===== config.mk =====
export PLATFORM = sky130hd
export DESIGN_NAME = ecg_r_peak_detector_core
export DESIGN_NICKNAME = d
export VERILOG_FILES = /design/src/rtl/core/ecgrp_pkg.sv /design/src/rtl/core/ecgrp_blend.sv /design/src/rtl/core/ecg_r_peak_detector_core.sv
export SDC_FILE = /design/constraint.sdc
export NUM_CORES = 2
export LEC_CHECK = 0
export ABC_CLOCK_PERIOD_IN_PS = 14620
export BUFFER_PORTS_ARGS = -buffer_cell sky130_fd_sc_hd__buf_4
export CAP_MARGIN = 20
export CORE_ASPECT_RATIO = 1.5
export CORE_MARGIN = 2
export CORE_UTILIZATION = 40
export DETAILED_ROUTE_END_ITERATION = 7
export PLACE_DENSITY_LB_ADDON = 0.15
export SLEW_MARGIN = 10
export SYNTH_ARGS = -nofsm -noshare
export SYNTH_HDL_FRONTEND = slang
export SYNTH_SLANG_ARGS = --single-unit

===== constraint.sdc =====
create_clock -name clk_i -period 14.62 [get_ports clk_i]
set_input_delay 0.731 -clock clk_i [delete_from_list [all_inputs] [get_ports clk_i]]
set_output_delay 0.731 -clock clk_i [all_outputs]
set_load 0.05 [all_outputs]

===== src/rtl/core/ecgrp_pkg.sv =====
// Shared widths, register indexes, operand types and helpers of the R-peak detector.
`timescale 1ns / 1ps

package ecgrp_pkg;

  localparam int SAMPLE_BITS = 16;
  localparam int FRAC_BITS   = 16;
  localparam int RATE_BITS   = 16;
  localparam int LEVEL_W     = 32;
  localparam int CNT_W       = 32;
  localparam int LEARN_W     = 16;
  localparam int CFG_W       = 16;
  localparam int CFG_IDX_W   = 3;
  localparam int DIFF_W      = LEVEL_W + 1;
  localparam int PROD_W      = DIFF_W + RATE_BITS + 1;

  localparam logic [CFG_IDX_W-1:0] CFG_INIT_SAMPLES = CFG_IDX_W'(0);
  localparam logic [CFG_IDX_W-1:0] CFG_ALPHA        = CFG_IDX_W'(1);
  localparam logic [CFG_IDX_W-1:0] CFG_UPDATE_RATE  = CFG_IDX_W'(2);
  localparam logic [CFG_IDX_W-1:0] CFG_REFRACTORY   = CFG_IDX_W'(3);
  localparam logic [CFG_IDX_W-1:0] CFG_MIN_RR       = CFG_IDX_W'(4);

  localparam logic [CFG_W-1:0] INIT_SAMPLES_RST = CFG_W'(360);
  localparam logic [CFG_W-1:0] ALPHA_RST        = CFG_W'(16384);
  localparam logic [CFG_W-1:0] UPDATE_RATE_RST  = CFG_W'(8192);
  localparam logic [CFG_W-1:0] REFRACTORY_RST   = CFG_W'(72);
  localparam logic [CFG_W-1:0] MIN_RR_RST       = CFG_W'(108);

  typedef struct packed {
    logic signed [LEVEL_W-1:0] from_level;
    logic signed [LEVEL_W-1:0] to_level;
    logic [RATE_BITS-1:0]      weight;
  } blend_op_t;

  function automatic logic signed [LEVEL_W-1:0] to_level(
    input logic signed [SAMPLE_BITS-1:0] s
  );
    logic signed [LEVEL_W-1:0] ext;
    ext = LEVEL_W'(s);
    return ext <<< FRAC_BITS;
  endfunction

endpackage


===== src/rtl/core/ecgrp_blend.sv =====
// Shared blend unit: from + floor(weight * (to - from) / 2^16), product registered.
`timescale 1ns / 1ps

module ecgrp_blend (
  input  logic                                  clk_i,
  input  ecgrp_pkg::blend_op_t                  op_i,
  output logic signed [ecgrp_pkg::LEVEL_W-1:0]  result_o
);

  logic signed [ecgrp_pkg::DIFF_W-1:0]  diff;
  logic signed [ecgrp_pkg::PROD_W-1:0]  prod_q;
  logic signed [ecgrp_pkg::PROD_W-1:0]  prod_shifted;
  logic signed [ecgrp_pkg::LEVEL_W-1:0] from_q;

  assign diff = ecgrp_pkg::DIFF_W'(op_i.to_level) - ecgrp_pkg::DIFF_W'(op_i.from_level);

  always_ff @(posedge clk_i) begin
    prod_q <= ecgrp_pkg::PROD_W'(diff) *
              ecgrp_pkg::PROD_W'($signed({1'b0, op_i.weight}));
    from_q <= op_i.from_level;
  end

  assign prod_shifted = prod_q >>> ecgrp_pkg::RATE_BITS;
  assign result_o     = from_q + $signed(prod_shifted[ecgrp_pkg::LEVEL_W-1:0]);

endmodule


===== src/rtl/core/ecg_r_peak_detector_core.sv =====
// Top level of the ECG R-peak detector with adaptive threshold and spacing checks.
//
//   channel  direction  handshake              words
//   in       input      in_valid_i/in_stall_o   sample_i
//   out      output     out_valid_o/out_stall_i peak_found_o, threshold_level_o, learning_done_o
//   cfg      input      cfg_we_i                cfg_index_i, cfg_wdata_i
//
// A word needs no blend when no threshold work is due, that is a learning word before the
// last one or a sample that is not a candidate; only the threshold blend when only the
// threshold is recomputed; and a level blend followed by the threshold blend otherwise.
// The one shared blend multiplier serves both blends in series. Reset clears levels,
// counters and flags to defaults; the target and result word registers are not reset.
// A stalled result word holds; the next sample is taken meanwhile and waits in the last step.
`timescale 1ns / 1ps

module ecg_r_peak_detector_core (
  input  logic                                    clk_i,
  input  logic                                    rst_ni,
  input  logic                                    in_valid_i,
  output logic                                    in_stall_o,
  input  logic signed [ecgrp_pkg::SAMPLE_BITS-1:0] sample_i,
  output logic                                    out_valid_o,
  input  logic                                    out_stall_i,
  output logic                                    peak_found_o,
  output logic signed [ecgrp_pkg::LEVEL_W-1:0]    threshold_level_o,
  output logic                                    learning_done_o,
  input  logic                                    cfg_we_i,
  input  logic [ecgrp_pkg::CFG_IDX_W-1:0]         cfg_index_i,
  input  logic [ecgrp_pkg::CFG_W-1:0]             cfg_wdata_i
);

  typedef enum logic [2:0] {
    ST_IDLE,
    ST_UPD,
    ST_UPD_WAIT,
    ST_THR,
    ST_THR_WAIT,
    ST_FIN
  } state_e;

  state_e state_q, state_d;

  logic [ecgrp_pkg::CFG_W-1:0] init_samples_q, init_samples_d;
  logic [ecgrp_pkg::CFG_W-1:0] alpha_q, alpha_d;
  logic [ecgrp_pkg::CFG_W-1:0] rate_q, rate_d;
  logic [ecgrp_pkg::CFG_W-1:0] refractory_q, refractory_d;
  logic [ecgrp_pkg::CFG_W-1:0] min_rr_q, min_rr_d;

  logic signed [ecgrp_pkg::LEVEL_W-1:0]     signal_q, signal_d;
  logic signed [ecgrp_pkg::LEVEL_W-1:0]     noise_q, noise_d;
  logic signed [ecgrp_pkg::LEVEL_W-1:0]     thresh_q, thresh_d;
  logic signed [ecgrp_pkg::LEVEL_W-1:0]     target_q, target_d;
  logic signed [ecgrp_pkg::SAMPLE_BITS-1:0] prev_q, prev_d;
  logic [ecgrp_pkg::CNT_W-1:0]              cnt_q, cnt_d;
  logic [ecgrp_pkg::CNT_W-1:0]              last_peak_q, last_peak_d;
  logic [ecgrp_pkg::LEARN_W-1:0]            learn_q, learn_d;
  logic                                     learned_q, learned_d;
  logic                                     upd_signal_q, upd_signal_d;
  logic                                     found_q, found_d;

  logic                                     out_valid_q, out_valid_d;
  logic                                     out_found_q, out_found_d;
  logic signed [ecgrp_pkg::LEVEL_W-1:0]     out_thresh_q, out_thresh_d;
  logic                                     out_learned_q, out_learned_d;

  logic                                     accept;
  logic signed [ecgrp_pkg::LEVEL_W-1:0]     lv;
  logic signed [ecgrp_pkg::LEVEL_W-1:0]     pk;
  logic [ecgrp_pkg::LEARN_W-1:0]            learn_inc;
  logic [ecgrp_pkg::CNT_W-1:0]              since;
  logic                                     spacing_ok;
  ecgrp_pkg::blend_op_t                     blend_op;
  logic signed [ecgrp_pkg::LEVEL_W-1:0]     blend_res;

  ecgrp_blend u_blend (
    .clk_i    (clk_i),
    .op_i     (blend_op),
    .result_o (blend_res)
  );

  assign in_stall_o = (state_q != ST_IDLE);
  assign accept     = in_valid_i && !in_stall_o;

  assign lv         = ecgrp_pkg::to_level(sample_i);
  assign pk         = ecgrp_pkg::to_level(prev_q);
  assign learn_inc  = learn_q + ecgrp_pkg::LEARN_W'(1);
  assign since      = cnt_q - last_peak_q;
  assign spacing_ok = (since >= ecgrp_pkg::CNT_W'(refractory_q)) &&
                      ((since >= ecgrp_pkg::CNT_W'(min_rr_q)) ||
                       (last_peak_q == '0));

  always_comb begin
    if (state_q == ST_THR) begin
      blend_op.from_level = noise_q;
      blend_op.to_level   = signal_q;
      blend_op.weight     = alpha_q;
    end else begin
      blend_op.from_level = upd_signal_q ? signal_q : noise_q;
      blend_op.to_level   = target_q;
      blend_op.weight     = rate_q;
    end
  end

  always_comb begin
    state_d        = state_q;
    init_samples_d = init_samples_q;
    alpha_d        = alpha_q;
    rate_d         = rate_q;
    refractory_d   = refractory_q;
    min_rr_d       = min_rr_q;
    signal_d       = signal_q;
    noise_d        = noise_q;
    thresh_d       = thresh_q;
    target_d       = target_q;
    prev_d         = prev_q;
    cnt_d          = cnt_q;
    last_peak_d    = last_peak_q;
    learn_d        = learn_q;
    learned_d      = learned_q;
    upd_signal_d   = upd_signal_q;
    found_d        = found_q;
    out_valid_d    = out_valid_q && out_stall_i;
    out_found_d    = out_found_q;
    out_thresh_d   = out_thresh_q;
    out_learned_d  = out_learned_q;

    if (cfg_we_i) begin
      unique case (cfg_index_i)
        ecgrp_pkg::CFG_INIT_SAMPLES: init_samples_d = cfg_wdata_i;
        ecgrp_pkg::CFG_ALPHA:        alpha_d        = cfg_wdata_i;
        ecgrp_pkg::CFG_UPDATE_RATE:  rate_d         = cfg_wdata_i;
        ecgrp_pkg::CFG_REFRACTORY:   refractory_d   = cfg_wdata_i;
        ecgrp_pkg::CFG_MIN_RR:       min_rr_d       = cfg_wdata_i;
        default: ;
      endcase
    end

    unique case (state_q)
      ST_IDLE: begin
        if (accept) begin
          found_d = 1'b0;
          prev_d  = sample_i;
          cnt_d   = cnt_q + ecgrp_pkg::CNT_W'(1);
          state_d = ST_FIN;
          if (!learned_q) begin
            learn_d = learn_inc;
            if (learn_inc == ecgrp_pkg::LEARN_W'(1)) begin
              signal_d = lv;
              noise_d  = lv;
            end else begin
              if (lv > signal_q) signal_d = lv;
              if (lv < noise_q)  noise_d  = lv;
            end
            if (learn_inc >= init_samples_q) begin
              learned_d = 1'b1;
              state_d   = ST_THR;
            end
          end else if (sample_i < prev_q) begin
            target_d = pk;
            if (pk > thresh_q) begin
              if (spacing_ok) begin
                found_d      = 1'b1;
                last_peak_d  = cnt_q;
                upd_signal_d = 1'b1;
                state_d      = ST_UPD;
              end else begin
                state_d = ST_THR;
              end
            end else begin
              upd_signal_d = 1'b0;
              state_d      = ST_UPD;
            end
          end
        end
      end
      ST_UPD: begin
        state_d = ST_UPD_WAIT;
      end
      ST_UPD_WAIT: begin
        if (upd_signal_q) begin
          signal_d = blend_res;
        end else begin
          noise_d = blend_res;
        end
        state_d = ST_THR;
      end
      ST_THR: begin
        state_d = ST_THR_WAIT;
      end
      ST_THR_WAIT: begin
        thresh_d = blend_res;
        state_d  = ST_FIN;
      end
      ST_FIN: begin
        if (!out_valid_q || !out_stall_i) begin
          out_valid_d   = 1'b1;
          out_found_d   = found_q;
          out_thresh_d  = thresh_q;
          out_learned_d = learned_q;
          state_d       = ST_IDLE;
        end
      end
      default: state_d = ST_IDLE;
    endcase
  end

  always_ff @(posedge clk_i or negedge rst_ni) begin
    if (!rst_ni) begin
      state_q        <= ST_IDLE;
      init_samples_q <= ecgrp_pkg::INIT_SAMPLES_RST;
      alpha_q        <= ecgrp_pkg::ALPHA_RST;
      rate_q         <= ecgrp_pkg::UPDATE_RATE_RST;
      refractory_q   <= ecgrp_pkg::REFRACTORY_RST;
      min_rr_q       <= ecgrp_pkg::MIN_RR_RST;
      signal_q       <= '0;
      noise_q        <= '0;
      thresh_q       <= '0;
      prev_q         <= '0;
      cnt_q          <= '0;
      last_peak_q    <= '0;
      learn_q        <= '0;
      learned_q      <= 1'b0;
      upd_signal_q   <= 1'b0;
      found_q        <= 1'b0;
      out_valid_q    <= 1'b0;
    end else begin
      state_q        <= state_d;
      init_samples_q <= init_samples_d;
      alpha_q        <= alpha_d;
      rate_q         <= rate_d;
      refractory_q   <= refractory_d;
      min_rr_q       <= min_rr_d;
      signal_q       <= signal_d;
      noise_q        <= noise_d;
      thresh_q       <= thresh_d;
      prev_q         <= prev_d;
      cnt_q          <= cnt_d;
      last_peak_q    <= last_peak_d;
      learn_q        <= learn_d;
      learned_q      <= learned_d;
      upd_signal_q   <= upd_signal_d;
      found_q        <= found_d;
      out_valid_q    <= out_valid_d;
    end
  end

  always_ff @(posedge clk_i) begin
    target_q      <= target_d;
    out_found_q   <= out_found_d;
    out_thresh_q  <= out_thresh_d;
    out_learned_q <= out_learned_d;
  end

  assign out_valid_o       = out_valid_q;
  assign peak_found_o      = out_found_q;
  assign threshold_level_o = out_thresh_q;
  assign learning_done_o   = out_learned_q;

`ifndef SYNTHESIS
  a_accept_busy: assert property (@(posedge clk_i) disable iff (!rst_ni)
    accept |=> in_stall_o)
    else $error("Sample word accepted without leaving idle.");

  a_peak_after_learning: assert property (@(posedge clk_i) disable iff (!rst_ni)
    out_valid_o |-> (!peak_found_o || learning_done_o))
    else $error("Peak reported during learning.");

  a_thresh_zero_learning: assert property (@(posedge clk_i) disable iff (!rst_ni)
    (out_valid_o && !learning_done_o) |-> (threshold_level_o == '0))
    else $error("Threshold nonzero before learning completed.");

  a_fin_delivers: assert property (@(posedge clk_i) disable iff (!rst_ni)
    (state_q == ST_FIN && !out_valid_q) |=> (out_valid_q && state_q == ST_IDLE))
    else $error("Finished result word not delivered to output register.");
`endif

endmodule


Word level (Yosys, flattened, before mapping)

Index checks and enable logic that the tools add are counted.

Eq/ne operators: 18
Reduce and logical (&&, ||, !) cells: 27
$add $sub $neg: 5
Muxes and demuxes: 32
Bitwise logic cells: 1
Magnitude comparators: 7
$mul: 1

Operator list:

| cell                                                  | number |
|---|---|
| two-way mux 32 bit                                    | 11 |
| case mux 32 bit (2 select lines)                      | 2 |
| two-way mux 80 bit                                    | 1 |
| >= comparator 32 x 16 -> 1 bit                        | 2 |
| > comparator 32 bit                                   | 2 |
| multiplier 33 x 17 -> 48 bit                          | 1 |
| subtractor 32 x 32 -> 33 bit                          | 1 |
| adder 32 x 1 -> 32 bit (second input constant)        | 1 |
| adder 32 bit                                          | 1 |
| logical NOT 32 bit                                    | 1 |
| less-than comparator 32 bit                           | 1 |
| subtractor 32 bit                                     | 1 |
| two-way mux 3 bit                                     | 6 |
| case mux 3 bit (6 select lines)                       | 1 |
| adder 16 x 1 -> 16 bit (second input constant)        | 1 |
| equality test 16 x 1 -> 1 bit (second input constant) | 1 |
| >= comparator 16 bit                                  | 1 |
| less-than comparator 16 bit                           | 1 |
| AND reduction 2 bit                                   | 8 |
| AND reduction 5 bit                                   | 3 |
| equality test 3 x 2 -> 1 bit (second input constant)  | 4 |
| != test 2 bit (second input constant)                 | 6 |
| two-way mux 1 bit                                     | 10 |
| equality test 3 bit (second input constant)           | 3 |
| 13 further kinds                                      | 21 |

Bits of input ports: 40
Logic and storage cells: 114
Output and inout bits: 36
Register bits: 409

Depth between registers and ports, before layout

Word-level depth: 10
Mapped depth: 41

Hierarchy

From an unflattened synthesis, not the netlist that was laid out.

Cell total of the unflattened synthesis: 4502
Area, all modules: 41468.5 µm²

Modules (own cells, without submodules):

| module                   | cells an instance | sequential area each (µm²) | times used | area each (µm²) |
|---|---|---|---|---|
| ecgrp_blend              | 2636              | 1281.2                     | 1          | 22881.9 |
| ecg_r_peak_detector_core | 1866              | 8498.2                     | 1          | 18586.6 |

Worst setup path before layout

OpenSTA, ideal clock, no wires.

Kind: register to register
Start point: reg state_q[0]
End point: reg u_blend.prod_q[42] (netlist name)
Data required time: 14.493 ns
Stages on the path, launching flop included: 39
Clock period less this slack: 10.086 ns
Arrival time: 9.959 ns
Slack: 4.534 ns
Library setup time: 0.127 ns
Cells stage by stage: dfrtp_1 -> clkbuf_1 -> nand2_1 -> or2_2 -> clkbuf_1 -> nand2_1 -> buf_1 -> mux2i_1 -> ha_1 -> nor2b_1 -> o31a_1 -> o31a_1 -> o41ai_2 -> a21oi_1 -> o41ai_4 -> a2bb2oi_1 -> nand2b_1 -> xnor2_1 -> [... 3 more ...] -> fa_1 -> fa_1 -> inv_1 -> fa_1 -> fa_1 -> inv_1 -> fa_1 -> inv_1 -> ha_1 -> a21o_1 -> a21o_1 -> a221oi_1 -> nand3_1 -> o31ai_1 -> o21ai_0 -> a21oi_1 -> o21ai_0 -> xor2_1

Longest elaborated chain between the ends: 4

Ends and longest elaborated chain:

| item                           | line                            | RTL |
|---|---|---|
| from (decl)                    | ecg_r_peak_detector_core.sv:41  | `state_e state_q, state_d;` |
| from (signal assigned)         | ecg_r_peak_detector_core.sv:227 | `state_q <= state_d;` |
| equality test 3 x 2 -> 1 bit * | ecg_r_peak_detector_core.sv:93  | `if (state_q == ST_THR) begin` |
| two-way mux 80 bit *           | ecg_r_peak_detector_core.sv:93  |  |
| subtractor 32 x 32 -> 33 bit   | ecgrp_blend.sv:15               | `assign diff = ecgrp_pkg::DIFF_W'(op_i.to_level) - ecgrp_pkg::DIFF_W'(op_i.from_level);` |
| multiplier 33 x 17 -> 48 bit * | ecgrp_blend.sv:18               | `prod_q <= ecgrp_pkg::PROD_W'(diff) *` |
| to (signal assigned)           | ecgrp_blend.sv:18               |  |
| to (decl)                      | ecgrp_blend.sv:11               | `logic signed [ecgrp_pkg::PROD_W-1:0] prod_q;` |

Mark *: on every way between the ends. The rest lies on a longest branch, timed or not.
A chain may end at the register's enable or synchronous reset.

Worst setup path in the final report

Start point: reg state_q[1]
End point: reg u_blend.prod_q[42] (netlist name)

Same word-level chain as after synthesis.

==> impl_metrics.ini <==
[status]
status = finished clean

[route]
wl_per_cell_um = 21.0
drcViolationCount = 0
drt_iter0_markers = 1402
viasPerCell = 5.23
routed_wl_um = 121000
antenna_left = 0
vias = 30045
drtPass1Iterations = 5

[yosys]
syn_nets = 5195
synth_top_flop_cell = dfrtp_1
postSynthCellCount = 4346
seq_area_frac_synth_pct = 24.4
ys_types = 87
synth-edff-count = 50
synth_top_area_cell = fa_1
synth_area_leaders = fa_1 24%, dfrtp_1 17%, ha_1 10%, inv_1 7.4%, nand2_1 5.1%
yosysTopAreaCellShare_pct = 24.3
async_reset_ff_share_pct = 71.0
syn_area_per_cell_um2 = 9.22
ys_warn_count = 0
ys_ff_latch = 393
syn_area_um2 = 40100

[final_layout]
regArea_um2 = 9780
multi_input_area_um2 = 27000
diodes = 0
area_growth_pct = 9.93
fin_cells = 5746
fillers = 9809
layout.nets = 5262
utilization_pct = 44.2
drive_gt1_share_pct = 9.35

[timing]
final_max_slew_viol_count = 0
finalCriticalPeriod_ns = 11.86
fin_crit_sh_pct = 81.1
finalSetupViolCount = 0
relSlewSlack_pct = 17.9
hold_viol_final = 0
clock.fmax_mhz = 84.3
worst_pin_slew_ns = 1.23
setup_tns_ns = 0
rsz0062_at_grt = false
setup_slack_ns = 2.76
skew_ns = 0.0579

[placement]
dp_hpwl_um = 97100
place_ws_ns = 2.88
gp_congestion = 0.905
io_buffers = 75
dp_cells = 5659

[global_route]
grt_usage_pct = 24.0
antenna_found_initial = 3
grt-ovfl-total = 0
grt_pass1_vias = 32035
grt_max_degree = 95
grt_pass1_wl_um = 188000

[floorplan]
die_area_um2 = 103000
initial_core_util_pct = 40.2
coreArea_um2 = 99700
die_h_um = 392
num_rows = 142
ioPinCount = 76
fp.dieW_um = 262

[clock_tree]
clockBufferDepth = 3
cts.clk_slew.worst_paths_ns = 0.06
post_cts_buffers = 0
clk_latency_ns = 0.63
cts_buffers = 45
cts.sinks = 393
holdBufCountCts = 0
cts_root_buf = clkbuf_16
post_cts_resized = 0
cts_tree = done
htree_num_levels = 2

[critical_path]
cp_max_fo = 53
path_class = reg2reg
slowest_delay_ns = 0.83
worstPathArrival_ns = 12.33
cp.required_ns = 15.09
reg2reg_depth = 36
worst_setup_path_start_kind = flip-flop
cp_common_cell = fa_1
critPathSlowestCell = xnor2_1
worstSetupEndpointType = flip-flop

[min_path]
hp-class = in2async

[flow_run]
drv_cap = 0
==> per-layer routing <==
layer	global-route usage (%)	part of all wire (%)	vias up
li1	-	-	14003
met1	25.3	36	15112
met2	46.4	54	641
met3	2.08	3.0	289
met4	14.0	6.8	0
met5	0	0	-
==> layout make-up <==
class	count	area share, %
Timing Repair Buffer	151	2.64
Sequential cell	393	22.2
Tap cell	1296	3.68
Inverter	794	6.76
Clock buffer	59	2.89
Multi-Input combinational cell	3028	61.3
Clock inverter	25	0.585
==> final timing paths <==
kind | from | to | slack [ns]
worst min-delay path | rst_ni | cnt_q[0] | 0.11
worst max register to register | state_q[1] | u_blend.prod_q[42] | 2.76
worst min register to register | thresh_q[21] | threshold_level_o[21] | 0.46
min in group clk_i | sample_i[1] | prev_q[1] | 0.38
worst max-delay path | state_q[1] | u_blend.prod_q[42] | 2.76
max in group asynchronous | rst_ni | refractory_q[15] | 12.27
==> cells in the final DEF, fill, tap and decap left out, drive strengths merged, types with 33 or more instances in the layout <==
cell	instances
inv	797
nand2	545
fa	487
nor2	345
ha	322
dfrtp	267
o21ai	214
a21oi	159
buf	151
mux2	127
xnor2	121
a21o	77
xor2	75
dfxtp	64
nand3	60
clkbuf	59
mux2i	57
edfxtp	50
nand2b	47
nor3	41
nor2b	33
==> cells by family after synthesis <==
| family | after synthesis | share of synthesized area, % |
|---|---|---|
| buffers and inverters | 925 | 8.75 |
| AO/OA/AOI/OAI | 612 | 9.43 |
| XOR/XNOR | 196 | 4.28 |
| multiplexers | 184 | 5.24 |
| flip-flops | 393 | 24.4 |
| AND/OR/NAND/NOR | 1226 | 13.5 |
| adder cells (fa/ha/maj) | 810 | 34.4 |
==> sequential cells by signal, indices dropped and copies added, names as in the netlist, 32 cells and up <==
register	cells
last_peak_q	32
u_blend.prod_q	32
threshold_level_o	32
u_blend.from_q	32
signal_q	32
thresh_q	32
noise_q	32
cnt_q	32
==> metrics by stage <==
stage / hold WS [ns] / area (um^2)
final: 0.111 / 44100
after global routing: 0.180 / 44100
after CTS: 0.156 / 44000
after detailed placement: 0.464 / 42500
after global placement: 0.460 / 42500
after floorplan: 0.426 / 40100
==> cell usage after synthesis, drive strengths merged (16+ instances only) <==
master	count
ha	322
inv	794
a211oi	20
nor2b	33
nand2b	47
buf	19
o21ai	214
xor2	75
nand2	545
mux2	127
a31oi	16
a21oi	159
nand4	29
nor2	345
clkbuf	112
fa	487
a21o	77
nor3	41
nand3	60
and2	27
o21a	24
xnor2	121
dfrtp	267
edfxtp	50
nor4	29
and3	21
mux2i	57
dfxtp	64
==> worst max-delay path, delay by kind of cell, from the launching register on <==
family / cells / cell delay (ns)
AND/OR/NAND/NOR: 6 / 1.58
flip-flops: 1 / 0.62
buffers and inverters: 5 / 0.51
multiplexers: 1 / 0.32
XOR/XNOR: 2 / 0.98
AO/OA/AOI/OAI: 14 / 3.96
adder cells (fa/ha/maj): 8 / 3.71
Power is not shown: default switching activity piles up to over one toggle a cycle in this logic, so the estimate is an artifact.
